==> config.mk <==
export PLATFORM = sky130hd
export DESIGN_NAME = idlt_ram
export DESIGN_NICKNAME = d
export VERILOG_FILES = /design/src/rtl/idlt_ram.sv
export SDC_FILE = /design/constraint.sdc
export NUM_CORES = 1
export LEC_CHECK = 0
export BUFFER_PORTS_ARGS = -buffer_cell sky130_fd_sc_hd__buf_2
export CAP_MARGIN = 5
export CORE_MARGIN = 1.5
export CORE_UTILIZATION = 58
export DETAILED_ROUTE_END_ITERATION = 8
export PLACE_DENSITY = 0.76
export SYNTH_ARGS = -nofsm -noshare
export SYNTH_HDL_FRONTEND = slang
export SYNTH_SLANG_ARGS = --single-unit
==> constraint.sdc <==
create_clock -name clk -period 3.62 [get_ports clk]
set_input_delay 0.362 -clock clk [delete_from_list [all_inputs] [get_ports clk]]
set_output_delay 0.362 -clock clk [all_outputs]
set_load 0.03 [all_outputs]
==> src/rtl/idlt_ram.sv <==
// Generic simple dual-port RAM: one write port, one read port, registered read.
// No dependencies.
module idlt_ram #(
    parameter int WIDTH = 8,
    parameter int DEPTH = 16
) (
    input  logic                                    clk,
    input  logic                                    we,
    input  logic [((DEPTH > 1) ? $clog2(DEPTH) : 1)-1:0] waddr,
    input  logic [WIDTH-1:0]                        wdata,
    input  logic [((DEPTH > 1) ? $clog2(DEPTH) : 1)-1:0] raddr,
    output logic [WIDTH-1:0]                        rdata
);

    logic [WIDTH-1:0] mem [DEPTH];

    always_ff @(posedge clk)
    begin
        if (we)
        begin
            mem[waddr] <= wdata;
        end
        rdata <= mem[raddr];
    end

endmodule

# [Yosys cells after proc, flatten, opt, wreduce, memory -nomap -nowiden]
# Memory sizes are Yosys's and may differ from the RTL's. A register that Yosys moved wholly into a read port is not among the register bits.
# Cells that the tools add are included.
[classes] muxes=2
[ops] cell="1-bit two-way mux" n=2
[totals] ff_bits=0 ramBits=128 in_bits=18 elab_cells=3 n_memories=1
[memory_table] name="mem" depth=16 width=8 read_ports=1 rd_clocked_by_memory_dff=1 write_ports=1 line_no="15" rtl="logic [WIDTH-1:0] mem [DEPTH];"

# [Longest topological paths before layout]
[depth] word_depth=2 mapped_depth=5 depth_no_buf=3

# [Least setup slack after synthesis]
# No wires, ideal clock.
[synth_timing] path_type="in2reg" start="in waddr[2] (netlist bit)" end="mem mem[0][0], enable pin" arrival_time_ns=1.472 slack_ns=1.765 stages=2 path_buffers=0 path_cell_list="or3b_2 -> nor3_1"
[synth_lines] element="from (decl)" line_no="9" rtl="input logic [((DEPTH > 1) ? $clog2(DEPTH) : 1)-1:0] waddr,"
[synth_lines] element="to (decl)" line_no="15"
# No word-level cell before the write port.

==> impl_metrics.tcl <==
set metrics [dict create \
    drive_gt1_share_pct 28.6 \
    fin_crit_sh_pct 51.1 \
    io_buffers 25 \
    cp.required_ns 3.99 \
    ctsResizeCount 0 \
    vias 2414 \
    die_area_um2 9450 \
    antenna_found_initial 0 \
    grt_overflow 0 \
    cts_tree "built" \
    run_status "complete, no violations" \
    max_stage_delay_ns 0.65 \
    ir_drop_v 0.000338 \
    drtIter0Drc 260 \
    cp_slowest_cell "buf_2" \
    gp_congestion 0.709 \
    grt_pass1_wl_um 15000 \
    tns_ns 0 \
    grt_util_all_layers_pct 22.6 \
    rsz0062_at_grt "false" \
    die_h_um 97.2 \
    cts.sinks 136 \
    dpl-instance-area_um2 5360 \
    seq_area_frac_synth_pct 77.8 \
    rows 34 \
    drv_cap 0 \
    h-tree-depth 4 \
    grt_max_degree 33 \
    slew_headroom_pct 29.8 \
    syn_inst 229 \
    critPathKind "primary input to register" \
    numCtsBuffers 17 \
    avgSynthCellArea_um2 22.5 \
    cts_root_buf "clkbuf_8" \
    setup_viol 0 \
    dp_hpwl_um 5850 \
    fin_skew_ns 0.00480 \
    cts_max_path_buffers 2 \
    path_clk_slew_ns 0.06 \
    clk_latency_ns 0.51 \
    syn2layout_area_growth_pct 15.0 \
    routedWlPerCell_um 24.9 \
    synth.cell_area_um2 5150 \
    path_cells "buf_2, buf_4, mux4_1, a22oi_1, nand2_1" \
    initial_core_util_pct 59.3 \
    syn_nets 247 \
    postRouteAntennaNets 0 \
    finalCriticalPeriod_ns 1.85 \
    synth-seq-cells 136 \
    startpoint_type "primary input" \
    arrival_ns 2.22 \
    diodes 0 \
    hold_class "primary input to register" \
    ios 26 \
    via_per_inst 6.22 \
    p_leak_nw 1.99 \
    post-route-drc-count 0 \
    die_w_um 97.2 \
    cp-end-kind "register" \
    synth_cell_types 19 \
    crit_fanout 26 \
    cts_hold_buf 0 \
    maxSlewViolCount 0 \
    fmax_ghz 0.541 \
    wl_um 9680 \
    grt_pass1_vias 2475 \
    layout.nets 285 \
    fin_area_um2 5920 \
    postCtsSetupRepairBufs 0 \
    firstDrtPassIters 4 \
    core_um2 8680 \
    power.density_nw_per_um2 599 \
    tightest_slew_ns 1.05 \
    hold_violations 0 \
    yosysWarnings 0 \
]
==> cell families after synthesis <==
logic type | synth area share [%]
compound gates | 2.33
simple gates | 3.18
flops | 77.8
buf+inv | 1.68
mux | 15.0
==> area by class of cell <==
| class | count | area (µm²) |
|---|---|---|
| clock inverter | 13 | 130 |
| fill | 546 | 2760 |
| tap | 108 | 135 |
| multi-input combinational | 83 | 1060 |
| clock buffer | 19 | 432 |
| sequential | 136 | 4000 |
| timing repair buffer | 29 | 155 |
==> per-layer routing <==
metal	up-vias	share of wire [%]	GRT usage, %
met5	-	0	0
met4	0	1.6	8.25
met2	110	50	34.7
li1	1053	-	-
met3	15	7.3	6.98
met1	1236	41	31.3
==> worst max-delay path, delay by kind of cell <==
family          cells  cell delay (ns)
compound gates      1             0.20
mux                 1             0.57
simple gates        1             0.10
buf+inv             2             0.97
==> state kept, by name, summed over array words and instances (netlist names) <==
register	flops
mem	128
rdata	8
==> synthesized netlist by cell type, drive strengths merged <==
library cell   count  area share [%]
mux4              32              15
nand3b             2            0.29
a22oi             16             2.3
nor2b              1            0.12
or3b               1            0.17
nor2              13            0.95
nand2              9            0.66
buf                7             1.1
nand2b             2            0.24
nand3              1           0.097
edfxtp           128              75
dfxtp              8             3.1
and2               1            0.12
and2b              1            0.15
nor3               4            0.39
clkdlybuf4s25      3            0.58
==> layout by cell type, fill, tap and decap left out <==
cell type	Yosys	final
clkbuf_1	0	1
buf_2	3	25
bufinv_16	0	2
buf_4	1	4
a22oi_1	16	16
nand2b_1	2	2
mux4_2	18	18
nor2b_1	1	1
nand2_1	9	9
and2_1	1	1
nand3b_1	2	2
mux4_1	14	14
nor2_1	13	13
edfxtp_1	128	128
nand3_1	1	1
dfxtp_1	8	8
nor3_2	0	1
clkinv_2	0	6
nor3_1	4	3
clkbuf_16	0	16
clkinv_4	0	2
clkbuf_8	0	2
clkinvlp_4	0	3
or3b_2	1	1
and2b_1	1	1
==> where the power goes <==
group          leakage (nW)  internal (mW)  switching, mW
combinational         0.492         0.0641          0.108
sequential             1.22           1.76        0.00986
clock                 0.273          0.990          0.612
total                  1.99           2.82          0.730
==> path summary, 6_finish.rpt <==
check        startpoint        end  slack [ns]  depth (start not counted)
max            raddr[0]   rdata[2]        1.77                          5
min            wdata[6]  mem[6][6]        0.23                          1
max reg2reg   mem[9][2]   rdata[2]        2.19                          3
min reg2reg  mem[12][3]   rdata[3]        0.67                          3
==> through the flow <==
step / hold slack [ns] / cells / total power, mW / utilization, % / setup slack, ns
after floorplan: 0.461 / 229 / 1.91 / - / 1.77
after global placement: 0.646 / 356 / 1.97 / 61.7 / 1.31
after detailed placement: 0.653 / 356 / 1.98 / 61.7 / 1.27
after CTS: 0.208 / 388 / 3.57 / 68.2 / 1.75
after global routing: 0.218 / 388 / 3.65 / 68.2 / 1.68
final: 0.231 / 388 / 3.55 / 68.2 / 1.77
Power figures use the tool's default switching activity.
